<file path="src/rtl/core/cfc_pkg.sv">
// Shared types, widths and helpers for the causal FIR convolution core.
// No dependencies; every module of the core imports this package.
package cfc_pkg;

	localparam int SAMPLE_W  = 16;   // input sample width
	localparam int COEF_W    = 16;   // Q1.15 coefficient width
	localparam int PROD_W    = 32;   // full product of sample and coefficient
	localparam int OUT_W     = 34;   // filtered result width
	localparam int NUM_REGS  = 8;    // coefficient registers on the write port
	localparam int REG_IDX_W = 3;    // width of the register index
	localparam int TAPS_DEF  = 8;    // default kernel length

	// Per-cell control: shift the history chain and clear it for a new block
	typedef struct packed {
		logic shift;
		logic clear;
	} cell_ctrl_t;

	// Number of adder levels in the sum tree (at least one)
	function automatic int tree_levels(input int taps);
		return (taps > 1) ? $clog2(taps) : 1;
	endfunction

endpackage

</file>
<file path="src/rtl/core/cfc_cell.sv">
// One tap cell of the FIR chain: a history register, its tap value and product.
// Depends on cfc_pkg.
module cfc_cell import cfc_pkg::*; (
	input  logic                       clk,
	input  logic                       arst_n,
	input  cell_ctrl_t                 ctrl,
	input  logic signed [SAMPLE_W-1:0] tap_in,
	input  logic signed [COEF_W-1:0]   coef,
	output logic signed [SAMPLE_W-1:0] tap_out,
	output logic signed [PROD_W-1:0]   prod_s1
);

	logic signed [SAMPLE_W-1:0] hist_q;
	logic signed [PROD_W-1:0]   mult;

	// Hold one history sample; take the neighbor's tap on each transaction
	always_ff @(posedge clk or negedge arst_n) begin
		if (!arst_n) begin
			hist_q <= '0;
		end else if (ctrl.shift) begin
			hist_q <= tap_in;
		end
	end

	// Drop the history at a block start
	assign tap_out = ctrl.clear ? '0 : hist_q;

	// Multiply this tap by its coefficient and register the product
	assign mult = tap_in * coef;

	always_ff @(posedge clk) begin
		if (ctrl.shift) begin
			prod_s1 <= mult;
		end
	end

endmodule

</file>
<file path="config.mk">
export PLATFORM = sky130hd
export DESIGN_NAME = cfc_cell
export DESIGN_NICKNAME = d
export VERILOG_FILES = /design/src/rtl/core/cfc_pkg.sv /design/src/rtl/core/cfc_cell.sv
export SDC_FILE = /design/constraint.sdc
export NUM_CORES = 1
export LEC_CHECK = 0
export BUFFER_PORTS_ARGS = -buffer_cell sky130_fd_sc_hd__buf_2
export CAP_MARGIN = 25
export CORE_MARGIN = 2
export CORE_UTILIZATION = 60
export CTS_BUF_LIST = sky130_fd_sc_hd__clkbuf_4 sky130_fd_sc_hd__clkbuf_8
export DETAILED_ROUTE_END_ITERATION = 8
export PLACE_DENSITY = 0.89
export SYNTH_ARGS = -nofsm -noshare
export SYNTH_HDL_FRONTEND = slang
export SYNTH_SLANG_ARGS = --single-unit
</file>
<file path="constraint.sdc">
create_clock -name clk -period 1.1 [get_ports clk]
set_clock_uncertainty 0.2 [all_clocks]
set_input_delay 0.055 -clock clk [delete_from_list [all_inputs] [get_ports clk]]
set_output_delay 0.055 -clock clk [all_outputs]
set_load 0.1 [all_outputs]
</file>
==> results of run 1 <==
[kinds of logic after synthesis]
family	count (synthesis)
AOI/OAI and AO/OA	72
xor gates and xnor gates	37
adders and majority gates	344
buffers and inverters	331
DFF	48
muxes	16
and+or+nand+nor	328
[stage by stage]
step	utilization	cell area (um2)	TNS, ns
global placement	0.790	14900	-117.13
floorplan	-	12400	-104.34
CTS	0.830	15600	-114.60
detailed placement	0.790	14900	-121.79
[Yosys cell counts, types with 2 or more instances]
library cell / n
inv_1: 290
fa_1: 262
nand2_1: 132
and2_1: 122
ha_1: 82
clkbuf_1: 40
edfxtp_1: 32
xnor2_1: 27
nor2_1: 26
a21o_1: 18
a21oi_1: 17
nor2b_1: 17
dfrtp_1: 16
mux2_2: 16
xor2_1: 10
a31oi_1: 7
and3_1: 6
o21ai_0: 6
nand3_1: 5
nor3_1: 5
nand2b_1: 4
o21bai_1: 4
nand4_1: 3
a21oi_2: 2
o211ai_1: 2
o21a_1: 2
o31ai_1: 2
or2_2: 2
or4b_1: 2
[metal layers]
metal	overflow	GRT usage
met5	0	0.0927
met3	0	0.416
met1	0	0.593
met2	29	0.814
met4	52	0.650
[timing repair]
action / 4_1_cts
gates cloned: 0
hold buffers: 3
resized for setup: 136
endpoints found under the hold margin: 29
setup endpoints to repair: 78
pin swaps: 49
buffers inserted: 17
==> impl_metrics.env, run 1 <==
export IMPL_die_x_um=143
export IMPL_synth_cell_types=46
export IMPL_cts_sinks=48
export IMPL_cts_root_buf="clkbuf_8"
export IMPL_yosys_top_cells_area="fa_1 (45%), inv_1 (9.4%), ha_1 (8.9%), edfxtp_1 (8.3%), and2_1 (6.6%)"
export IMPL_overflow=81
export IMPL_start_util=0.614
export IMPL_grt_max_degree=26
export IMPL_cts_made_buffers=5
export IMPL_pin_count=84
export IMPL_rows=50
export IMPL_synth_top_family_by_area="adder cells"
export IMPL_synth_top_area_share=0.454
export IMPL_haltStage="global routing"
export IMPL_dp_cells=1661
export IMPL_worstEndpointType="register data pin"
export IMPL_synth_seq_cells=48
export IMPL_syn_area_um2=11600
export IMPL_synthSimpleGateAreaFrac=0.143
export IMPL_synth_main_ff_cell="edfxtp_1"
export IMPL_numPortBuffers=83
export IMPL_hpwl_um=30300
export IMPL_synth_edf_count=32
export IMPL_htreeDepth=2
export IMPL_grt_usage=0.612
export IMPL_synth_fa_ha_area_frac=0.542
export IMPL_synth_area_per_cell_um2=9.83
export IMPL_die_h_um=143
export IMPL_error_line="[ERROR GRT-0232] Routing congestion too high. Check the congestion heatmap in the GUI."
export IMPL_synth_xor_area_frac=0.0280
export IMPL_gp_routability_congestion=0.988
export IMPL_yosys_area_top_type="fa_1"
export IMPL_yosys_warnings=0
export IMPL_post_place_ws_ns=-5.21
export IMPL_status="aborted with a tool error"
export IMPL_synth_compound_area_share=0.0451
export IMPL_synthMuxAreaShare=0.0156
export IMPL_syn_inst=1176
export IMPL_synth_nets=1556
export IMPL_crit_endpoint="prod_s1[22]$_DFFE_PP_/D"
export IMPL_ys_seq_area_frac=0.118
export IMPL_clk_path_buf_depth=2
export IMPL_ys_async_sr_fraction=0.333
==> inputs of run 2 (changes only) <==
Settings changed: CORE_UTILIZATION 60 to 40, CTS_BUF_LIST sky130_fd_sc_hd__clkbuf_4 sky130_fd_sc_hd__clkbuf_8 to unset, PLACE_DENSITY 0.89 to unset, PLACE_DENSITY_LB_ADDON set to 0.15.
==> run 2 against run 1 <==
The flow now finishes, with violations (hold timing, setup timing). Synthesized area did not move. Synthesized cell count did not move.
==> impl_metrics.env, run 2 <==
export IMPL_worst_slack_ns=-4.45
export IMPL_final_common_cell="inv_1"
export IMPL_die_h_um=174
export IMPL_r2r_start="hist_q[5]"
export IMPL_synth_cell_types=46
export IMPL_crit_fanout=7
export IMPL_routed_via_density=4.83
export IMPL_clk_path_buf_depth=2
export IMPL_crit_type="in2reg"
export IMPL_synth_top_area_share=0.454
export IMPL_layout_nets=1846
export IMPL_cts_sinks=48
export IMPL_yosys_warnings=0
export IMPL_syn_area_um2=11600
export IMPL_top_usage_layer="met2"
export IMPL_timing_setup_tns_ns=-111.14
export IMPL_period_share=5.05
export IMPL_required_ns=0.95
export IMPL_yosys_area_top_type="fa_1"
export IMPL_syn_inst=1176
export IMPL_ant_nets=0
export IMPL_setup_viol=78
export IMPL_grt_use_met3=0.0322
export IMPL_synthTopCellsByCount="inv_1 (290), fa_1 (262), nand2_1 (132)"
export IMPL_wl_um=32500
export IMPL_overflow=0
export IMPL_holdPathStages=3
export IMPL_gp_routability_congestion=0.836
export IMPL_hold_class="in2reg"
export IMPL_insertion_delay_ns=0.29
export IMPL_cts_tree="yes"
export IMPL_wire_per_inst_um=17.5
export IMPL_nFillCells=2516
export IMPL_grt_pass1_wl_um=53900
export IMPL_whs_endpoint="hist_q[8]"
export IMPL_largest_register="prod_s1"
export IMPL_endpoint_kind="register"
export IMPL_hold_violations=2
export IMPL_yosys_top_cells_area="fa_1 (45%), inv_1 (9.4%), ha_1 (8.9%), edfxtp_1 (8.3%), and2_1 (6.6%)"
export IMPL_cap_violations=0
export IMPL_first_global_vias=10500
export IMPL_synth_nets=1556
export IMPL_synth_main_ff_cell="edfxtp_1"
export IMPL_htreeDepth=2
export IMPL_core_area_um2=28500
export IMPL_vias=8949
export IMPL_synth_area_per_cell_um2=9.83
export IMPL_hold_path_startpoint="tap_in[8]"
export IMPL_use_met1=0.265
export IMPL_period_minus_slack_ns=5.55
export IMPL_ys_async_sr_fraction=0.333
export IMPL_first_iter_violations=310
export IMPL_rows=62
export IMPL_drc_errors=0
export IMPL_hpwl_um=26100
export IMPL_synth_seq_cells=48
export IMPL_violations="hold timing, setup timing"
export IMPL_numPortBuffers=83
export IMPL_cts_made_buffers=5
export IMPL_status="complete, but fails checks"
export IMPL_grt_max_degree=31
export IMPL_reg2reg_to="hist_q[5]"
export IMPL_largest_reg_flops=32
export IMPL_yosysMostFrequentCell="inv_1"
export IMPL_grt_setup_unrepaired="true"
export IMPL_slew_limit_headroom=0.693
export IMPL_syn2layout_area_growth_pct=47.3
export IMPL_ff2ff_path_depth=2
export IMPL_cts_root_buf="clkbuf_16"
export IMPL_drive_gt1_frac=0.397
export IMPL_die_x_um=174
export IMPL_final_cell_mix="inv_1 (250), fa_1 (233), buf_4 (167), nand2_1 (108), and2_1 (91)"
export IMPL_cp_arrival_ns=5.40
export IMPL_grt_usage=0.229
export IMPL_r2r_setup_slack_ns=0.04
export IMPL_firstDrtPassIters=4
export IMPL_path_clk_slew_ns=0.07
export IMPL_cts_hold_buf=1
export IMPL_antenna_found_initial=1
export IMPL_fmax_ghz=0.180
export IMPL_die_area_um2=30300
export IMPL_reg_top3="prod_s1 (32), hist_q (16)"
export IMPL_pin_count=84
export IMPL_ys_seq_area_frac=0.118
export IMPL_whs_ns=-0.0184
export IMPL_groute_layer_met2_usage=0.434
export IMPL_start_util=0.405
export IMPL_antenna_cells=0
export IMPL_slew_viol_final=0
export IMPL_startpoint_type="input pin"
export IMPL_worst_pin_slew_ns=0.449
export IMPL_synth_edf_count=32
export IMPL_postLayoutCoreUtil=0.597
==> run 2: cell counts after synthesis <==
No cell type changed its count.
==> run 2: cells by family (layout without fill, tap and decap cells) <==
family / count (synthesis) / count (layout) / share of synthesized area
mux: 16 / 16 / 0.0156
flops: 48 / 48 / 0.118
xor+xnor: 37 / 37 / 0.0280
buf+inv: 331 / 622 / 0.108
fa+ha+maj: 344 / 344 / 0.542
simple gates: 328 / 328 / 0.143
compound gates: 72 / 72 / 0.0451
==> run 2: area by class of cell <==
class | instances | area (um2) | area share
well taps | 384 | 480 | 0.0282
clock inverters | 2 | 38.8 | 0.00228
clock buffers | 6 | 139 | 0.00816
inverters | 290 | 1090 | 0.0642
flip-flops and latches | 48 | 1360 | 0.0799
multi-input cells | 797 | 10200 | 0.597
repair buffers | 324 | 3750 | 0.220
==> run 2: worst max-delay path by stage <==
stage,from,endpoint,slack (ns),cells past startpoint
floorplan,coef[5],prod_s1[22],-4.60,21
global placement,tap_in[12],prod_s1[22],-4.93,19
detailed placement,tap_in[8],prod_s1[22],-4.99,21
CTS,coef[14],prod_s1[30],-4.43,19
global route,tap_in[5],prod_s1[22],-4.62,22
finish,tap_in[8],prod_s1[30],-4.45,21
==> run 2: per-layer routing <==
metal  vias up  share of wire
li1       4068              -
met5         -              0
met3        62          0.041
met2       169           0.55
met4         0          0.035
met1      4650           0.37
==> run 2: repair_timing <==
item,4_1_cts,5_1_grt
cloned,4,2
endpoints found under the hold margin,18,1
setup buffers,53,21
pin swaps,110,103
setup endpoints to repair,79,79
gates resized for setup,272,72
==> run 2: through the flow <==
step	std cells	hold slack [ns]	cell area (um2)	setup slack [ns]
2_1_floorplan	1176	-0.441	12400	-4.60
3_3_place_gp	1775	-0.167	15000	-4.93
3_5_place_dp	1775	-0.171	15000	-4.99
4_1_cts	1837	-0.0262	16600	-4.43
5_1_grt	1851	-0.0105	17000	-4.62
6_report	1851	-0.0184	17000	-4.45
==> run 2: critical path: stages <==
cell,delay (ns)
buf_12,0.11
buf_8,0.12
nand2_4,0.04
fa_1,0.49
inv_1,0.05
fa_1,0.46
fa_1,0.63
fa_2,0.46
fa_1,0.56
inv_2,0.04
fa_1,0.51
inv_2,0.05
ha_4,0.26
and3_4,0.17
and3_4,0.18
or4b_4,0.47
a21oi_4,0.20
o41ai_4,0.12
o2111ai_1,0.18
a21oi_1,0.11
xnor2_1,0.13
Power of run 2 is not shown: default switching activity piles up to over one toggle a cycle in this logic, so the estimate is an artifact.
