## src/rtl/core/cfc_pkg.sv

```systemverilog
// Shared types, widths and helpers for the causal FIR convolution core.
// No dependencies; every module of the core imports this package.
package cfc_pkg;

	localparam int SAMPLE_W  = 16;   // input sample width
	localparam int COEF_W    = 16;   // Q1.15 coefficient width
	localparam int PROD_W    = 32;   // full product of sample and coefficient
	localparam int OUT_W     = 34;   // filtered result width
	localparam int NUM_REGS  = 8;    // coefficient registers on the write port
	localparam int REG_IDX_W = 3;    // width of the register index
	localparam int TAPS_DEF  = 8;    // default kernel length

	// Per-cell control: shift the history chain and clear it for a new block
	typedef struct packed {
		logic shift;
		logic clear;
	} cell_ctrl_t;

	// Number of adder levels in the sum tree (at least one)
	function automatic int tree_levels(input int taps);
		return (taps > 1) ? $clog2(taps) : 1;
	endfunction

endpackage

```

## src/rtl/core/cfc_sum_tree.sv

```systemverilog
// Registered binary adder tree over the tap products, one level per stage.
// Depends on cfc_pkg.
module cfc_sum_tree import cfc_pkg::*; #(
	parameter int TAPS   = TAPS_DEF,
	parameter int LEVELS = tree_levels(TAPS),
	parameter int SUM_W  = PROD_W + LEVELS
) (
	input  logic                     clk,
	input  logic signed [PROD_W-1:0] leaf_prod [TAPS],
	input  logic [LEVELS-1:0]        level_en,
	output logic signed [SUM_W-1:0]  root
);

	localparam int N2 = 1 << LEVELS;

	logic signed [SUM_W-1:0] leaf   [N2];
	logic signed [SUM_W-1:0] node_q [N2-1];

	// Sign-extend the products; pad missing leaves with zero
	for (genvar k = 0; k < N2; k++) begin : g_leaf
		if (k < TAPS) begin : g_used
			assign leaf[k] = SUM_W'(leaf_prod[k]);
		end else begin : g_pad
			assign leaf[k] = '0;
		end
	end

	// Heap-ordered nodes: node i adds children 2i+1 and 2i+2
	for (genvar i = 0; i < N2 - 1; i++) begin : g_node
		localparam int D  = $clog2(i + 2) - 1;
		localparam int C0 = 2 * i + 1;
		localparam int C1 = 2 * i + 2;
		logic signed [SUM_W-1:0] a;
		logic signed [SUM_W-1:0] b;

		if (C0 >= N2 - 1) begin : g_from_leaf
			assign a = leaf[C0 - (N2 - 1)];
			assign b = leaf[C1 - (N2 - 1)];
		end else begin : g_from_node
			assign a = node_q[C0];
			assign b = node_q[C1];
		end

		// Advance this level with its pipeline stage
		always_ff @(posedge clk) begin
			if (level_en[LEVELS - D - 1]) begin
				node_q[i] <= a + b;
			end
		end
	end

	assign root = node_q[0];

endmodule

```

## config.mk

```make
export PLATFORM = sky130hd
export DESIGN_NAME = cfc_sum_tree
export DESIGN_NICKNAME = d
export VERILOG_FILES = /design/src/rtl/core/cfc_pkg.sv /design/src/rtl/core/cfc_sum_tree.sv
export SDC_FILE = /design/constraint.sdc
export NUM_CORES = 1
export LEC_CHECK = 0
export BUFFER_PORTS_ARGS = -buffer_cell sky130_fd_sc_hd__buf_2
export CAP_MARGIN = 20
export CORE_MARGIN = 5
export CORE_UTILIZATION = 40
export DETAILED_ROUTE_END_ITERATION = 10
export SYNTH_ARGS = -nofsm -noshare
export SYNTH_HDL_FRONTEND = slang
export SYNTH_SLANG_ARGS = --single-unit
```

## constraint.sdc

```tcl
create_clock -name clk -period 2.8 [get_ports clk]
set_clock_uncertainty 0.1 [all_clocks]
set_input_delay 0.14 -clock clk [delete_from_list [all_inputs] [get_ports clk]]
set_output_delay 0.14 -clock clk [all_outputs]
set_load 0.01 [all_outputs]
```

==> impl_metrics.toml, run 1 <==
[outcome]
status = "finished with violations"
violations = "setup timing"

[setup_path]
crit_arrival_ns = 3.19
worstReg2RegEnd = "node_q[0][34]"
reg2reg_slack_ns = -0.23
critPathRequiredTime_ns = 2.96
slowest_stage = "a2111oi_4"
cp_cell_sequence = "ha_2 > inv_2 > fa_2 > nor2b_2 > o31a_1 > o31a_1 > o21ai_2 > o2111ai_4 > a2111oi_4 > o31ai_4 > o41ai_2 > a41oi_1"
r2r_start = "node_q[1][0]"
reg2regPathDepth = 12
worstSetupStartpointType = "flop"
path_class = "flop to flop"
critPathTopFamily = "compound AO/OA/AOI/OAI gates"
max_stage_delay_ns = 0.42
cp_max_fo = 2
critPathCaptureType = "flop"
crit_path_frequent_cell = "o31a_1"
cp_num_buf_inv = 1

[die]
fp.dieH_um = 224.6
io-pin-count = 295
initial_core_util = 0.4051
die_w_um = 224.6
coreArea_um2 = 45480
rows = 78
fp.dieArea_um2 = 50450

[logic_synthesis]
yosys-top-cells-area = "edfxtp_1 (39%), ha_1 (15%), xnor2_1 (6.2%), a21oi_1 (5.6%), a21o_1 (4.5%)"
synth-seq-cells = 237
syn-num-nets = 2319
syn_inst = 1824
yosysUniqueCellTypes = 76
syn-cell-area_um2 = 18430
synth_top_area_frac = 0.3863
synth_enable_flop_cells = 237
ys_seq_area_frac = 0.3863
syn_avg_cell_area_um2 = 10.10
ys.flop_type = "edfxtp_1"
synth_top_area_cell = "edfxtp_1"
async_reset_ff_frac = 0
ys_warn_count = 0

[global_route]
grt_max_degree = 82
grtUsageMet1 = 0.2658
grt_antenna_before_repair = 2
grt_pass1_wl_um = 78790
gr-usage-met2 = 0.3171
busiest_layer = "met2"
use_met3 = 0.02519
grt_overflow = 0
track_usage = 0.1880
grt_pass1_vias = 15780

[timing]
setup_ws_ns = -0.2317
period_minus_slack_ns = 3.032
setup_viol = 12
period_share = 1.083
maxSlewViolCount = 0
fmax_mhz = 329.9
final_hold_viol_count = 0
slew-limit-headroom = 0.4911
rsz0062_at_grt = "yes"
tightest_slew_ns = 0.7634

[power_and_ir_drop]
p_leak_nw = 10.61
p_total_w = 0.01968
power_density_nw_per_um2 = 812.7
peakVddDrop_mv = 0.6191

[placed_design]
port_buffers = 294
dp_hpwl_um = 40750
pre_cts_ws_ns = -0.5006
dpl.cell_count = 2906
gp_congestion = 0.8599

[job]
drv_cap = 0

[finish]
regMostFlops = "node_q"
reg.largest.list = "node_q (237)"
drive_above_1_share = 0.2961
largest_register_ffs = 237
syn2layout_area_growth_pct = 31.45
fin_cells = 2991
antenna_cells = 0
finalNetCount = 2871
fin_util = 0.5326

[clock_network]
clock-sinks = 237
cts_tree = "done"
clk_pin_slew_ns = 0.06
htree_levels = 1
cts_buffer_depth = 3
cts_buffers = 26
cts_root_buffer = "clkbuf_16"
clkLatencyLatePin_ns = 0.54

[worst_hold_path]
min_to = "node_q[4][31]"
hold-path-cell-count = 3
worstHoldStart = "leaf_prod[159]"
holdCritPathClass = "input port to flop"

[detailed_routing]
wl_per_cell_um = 16.79
finalWirelength_um = 50230
viasPerCell = 5.303
drt-initial-drc-count = 913
ant_nets = 0
first_pass_iters = 5
drc_errors = 0
vias = 15860
per-layer routing:
metal | share of wire | wire length, um
met3 | 0.045 | 2270
met4 | 0.013 | 667
met2 | 0.47 | 23720
met1 | 0.47 | 23580
met5 | 0 | 0
layout by cell type (no fill, tap or decap), types with 9 or more instances in the layout:
master	count
or3_1	9
nand2_1	113
dlygate4sd3_1	21
clkbuf_16	27
xor2_1	71
o21ai_0	100
o21a_1	23
and2_1	9
a21oi_1	191
o211ai_1	14
and3_1	19
o21ai_1	15
nand2b_1	21
ha_4	14
nand3_1	50
nor3_1	16
nand4_1	31
inv_1	53
nor2_1	98
a211oi_1	15
ha_1	210
a31oi_1	10
buf_6	9
buf_4	237
buf_2	293
o21bai_1	26
nor2b_1	17
edfxtp_1	237
xnor2_1	126
a21o_1	111
a21oi_2	13
o21ai_2	9
where the power goes:
group / total, W / internal [W] / switching (W) / leakage, nW
clock network: 0.00333 / 0.00202 / 0.00131 / 0.403
logic: 0.0104 / 0.00494 / 0.00547 / 7.89
registers: 0.00594 / 0.00544 / 0.000493 / 2.32
worst max-delay path by stage:
stage                  startpoint            end  slack [ns]  cells past startpoint
floorplan            node_q[1][0]  node_q[0][34]       -0.13                     12
global placement    leaf_prod[64]  node_q[5][33]       -0.44                     12
detailed placement  leaf_prod[64]  node_q[5][33]       -0.50                     12
CTS                  node_q[1][0]  node_q[0][34]       -0.20                     12
global route         node_q[1][0]  node_q[0][34]       -0.36                     12
finish               node_q[1][0]  node_q[0][34]       -0.23                     12
synth_stat cells (all sizes together), types with 8 or more instances:
library cell	n
o21ai	126
nand2b	22
xnor2	131
o21bai	29
a31oi	18
o21a	23
a21oi	205
a21o	111
nand4	31
xor2	71
o31ai	11
o41ai	8
clkbuf	34
a211oi	27
o211ai	15
or3	10
nor3	18
ha	228
inv	56
nand3	52
nor2	102
nor2b	19
edfxtp	237
and3	19
and2	9
nand2	115
metrics by stage:
stage	hold WS [ns]	cell area [um^2]	setup TNS [ns]
after floorplan	0.1525	18470	-0.1787
after global placement	0.3698	22270	-12.02
after detailed placement	0.3605	22270	-12.86
after CTS	0.00007538	23730	-1.321
after global routing	0.03117	24220	-3.322
final	0.01723	24220	-1.232
worst reg2reg max path, cell delays in order (launching register included):
cell and delay [ns]:
edfxtp_1 0.40, ha_2 0.22, inv_2 0.05, fa_2 0.19
nor2b_2 0.05, o31a_1 0.25, o31a_1 0.27, o21ai_2 0.20
o2111ai_4 0.18, a2111oi_4 0.42, o31ai_4 0.11, o41ai_2 0.22
a41oi_1 0.08
kinds of logic (layout without fill, tap and decap cells):
kind of cell,Yosys count,in the layout,share of synthesized area
AOI/OAI and AO/OA,636,636,0.2248
xor gates and xnor gates,202,202,0.09602
and+or+nand+nor,419,419,0.1105
buffers and inverters,94,661,0.01942
muxes,1,1,0.0006111
adders and majority gates,235,235,0.1624
DFF,237,237,0.3863
timing repair:
action / in CTS / in global routing
gates resized for setup: 66 / 82
setup endpoints to repair: 35 / 51
endpoints found under the hold margin: 17 / 0
hold buffers: 21 / 0
pin swaps: 47 / 49
setup buffers: 17 / 7
cell type report:
cell class	count	area, um^2
clock buffer	33	698.2
clock inverter	10	125.1
fill	4143	21260
inverter	56	210.2
multi-input combinational	1493	11720
sequential	237	7117
tap	600	750.7
timing repair buffer	562	3597
Note: power is estimated with default switching activity, not from simulation.
==> run 2, diff against run 1 <==
--- a/config.mk
+++ b/config.mk
@@ -10,6 +10,8 @@
 export CORE_MARGIN = 5
 export CORE_UTILIZATION = 40
 export DETAILED_ROUTE_END_ITERATION = 10
+export PLACE_DENSITY = 0.7
 export SYNTH_ARGS = -nofsm -noshare
 export SYNTH_HDL_FRONTEND = slang
 export SYNTH_SLANG_ARGS = --single-unit
+export TNS_END_PERCENT = 1
==> constraint.sdc (replaced) <==
create_clock -name clk -period 2.8 [get_ports clk]
set_clock_uncertainty 0.1 [all_clocks]
set_input_delay 0.28 -clock clk [delete_from_list [all_inputs] [get_ports clk]]
set_output_delay 0.28 -clock clk [all_outputs]
set_load 0.01 [all_outputs]
==> impl_metrics.toml, run 2 (synthesized netlist as in run 1, its figures left out) <==
[detailed_routing]
vias = 16050
drt-initial-drc-count = 1008
finalWirelength_um = 49950
first_pass_iters = 5
drc_errors = 0
ant_nets = 0
wl_per_cell_um = 16.80
viasPerCell = 5.397

[placed_design]
placedInstanceArea_um2 = 22360
dpl.cell_count = 2920
pre_cts_ws_ns = -0.6414
gp_congestion = 0.9140
port_buffers = 294
dp_hpwl_um = 40940

[timing]
setup_viol = 15
tightest_slew_ns = 0.7666
setup_ws_ns = -0.2511
period_share = 1.090
slew-limit-headroom = 0.4889
maxSlewViolCount = 0
period_minus_slack_ns = 3.051
final_hold_viol_count = 0
fmax_mhz = 327.7
rsz0062_at_grt = "yes"

[die]
fp.dieH_um = 224.6
die_w_um = 224.6
fp.dieArea_um2 = 50450
initial_core_util = 0.4051
rows = 78
coreArea_um2 = 45480
io-pin-count = 295

[finish]
layout_commonest_cell = "buf_2"
fin_area_um2 = 23740
fin_util = 0.5221
fin_cells = 2973
largest_register_ffs = 237
reg.largest.list = "node_q (237)"
syn2layout_area_growth_pct = 28.87
layout_common_cells = "buf_2 (293), edfxtp_1 (237), buf_4 (235)"
fill_cells = 4122
regMostFlops = "node_q"
finalNetCount = 2848
drive_above_1_share = 0.2804

[clock_network]
cts_root_buffer = "clkbuf_16"
clkLatencyLatePin_ns = 0.54
cts_tree = "done"
cts_buffers = 26
clk_pin_slew_ns = 0.05
cts_buffer_depth = 3
htree_levels = 1
clock-sinks = 237

[power_and_ir_drop]
peakVddDrop_mv = 0.5497
p_leak_nw = 10.49
power_density_nw_per_um2 = 818.5

[setup_path]
critPathRequiredTime_ns = 2.97
startpoint = "node_q[1][0]"
cp_num_buf_inv = 1
cp_max_fo = 3
crit_path_frequent_cell = "o31a_1"
worstSetupStartpointType = "flop"
critPathTopFamily = "compound AO/OA/AOI/OAI gates"
reg2reg_slack_ns = -0.25
slowest_stage = "a2111oi_4"
cp_cell_sequence = "ha_2 > inv_2 > fa_2 > nor2b_2 > o31a_1 > o31a_1 > o21ai_2 > o2111ai_4 > a2111oi_4 > o31ai_4 > o41ai_2 > a41oi_1"
critPathCaptureType = "flop"
path_class = "flop to flop"
crit_arrival_ns = 3.22
r2r_start = "node_q[1][0]"
max_stage_delay_ns = 0.43

[worst_hold_path]
worstHoldStart = "leaf_prod[161]"
holdCritPathClass = "input port to flop"

[global_route]
track_usage = 0.1898
grt_pass1_wl_um = 79630
grt_antenna_before_repair = 0
grt_max_degree = 133
grt_pass1_vias = 15840
grt_overflow = 0

[outcome]
status = "finished with violations"
violations = "setup timing"

[job]
drv_cap = 0
==> run 2: cell count changes in the layout (fill, tap and decap cells not counted), sizes merged <==
cell         previous run  this run
dlygate4sd3            21         4
buf                   541       535
clkbuf                 33        29
bufinv                  3         6
clkinv                  7        10
clkinvlp                0         2
diode                   0         1
==> run 2: metal layers <==
metal / vias up / routed length (um) / GRT usage
li1: 8024 / - / -
met1: 7606 / 23030 / 0.2625
met2: 359 / 24090 / 0.3276
met3: 57 / 1952 / 0.01919
met4: 0 / 879 / 0.03575
met5: - / 0 / 0
==> run 2: final cells by class <==
class                      instances  area [um^2]  area share
timing repair buffer             539         3367      0.1418
clock inverter                    18        239.0     0.01006
antenna                            1        2.502   0.0001054
tap                              600        750.7     0.03162
multi-input combinational       1493        11370      0.4791
sequential                       237         7117      0.2997
inverter                          56        210.2    0.008853
clock buffer                      29        683.2     0.02877
==> run 2: power breakdown <==
| group | switching, W | internal, W |
|---|---|---|
| combinational | 0.00534 | 0.00457 |
| sequential | 0.000421 | 0.00544 |
| clock | 0.00137 | 0.00229 |
==> run 2: final timing paths <==
path,to,cells past startpoint
worst max register to register,node_q[0][34],12
worst min register to register,node_q[0][0],1
worst min-delay path,node_q[4][1],2
worst max-delay path,node_q[0][34],12
==> run 2: stage by stage <==
stage | setup TNS (ns) | hold slack (ns) | power, W
2_1_floorplan | -0.5048 | 0.2925 | 0.01163
4_1_cts | -1.876 | 0.01974 | 0.01929
3_5_place_dp | -21.66 | 0.4344 | 0.01521
5_1_grt | -4.944 | 0.03257 | 0.02074
6_report | -1.625 | 0.03222 | 0.01943
3_3_place_gp | -18.12 | 0.4404 | 0.01502
==> run 2: repair_timing <==
action | in CTS | in global routing
pin swaps | 22 | 11
endpoints found under the setup margin | 42 | 52
setup buffers | 1 | 0
endpoints found under the hold margin | 4 | 0
hold buffers | 4 | 0
resized for setup | 45 | 41
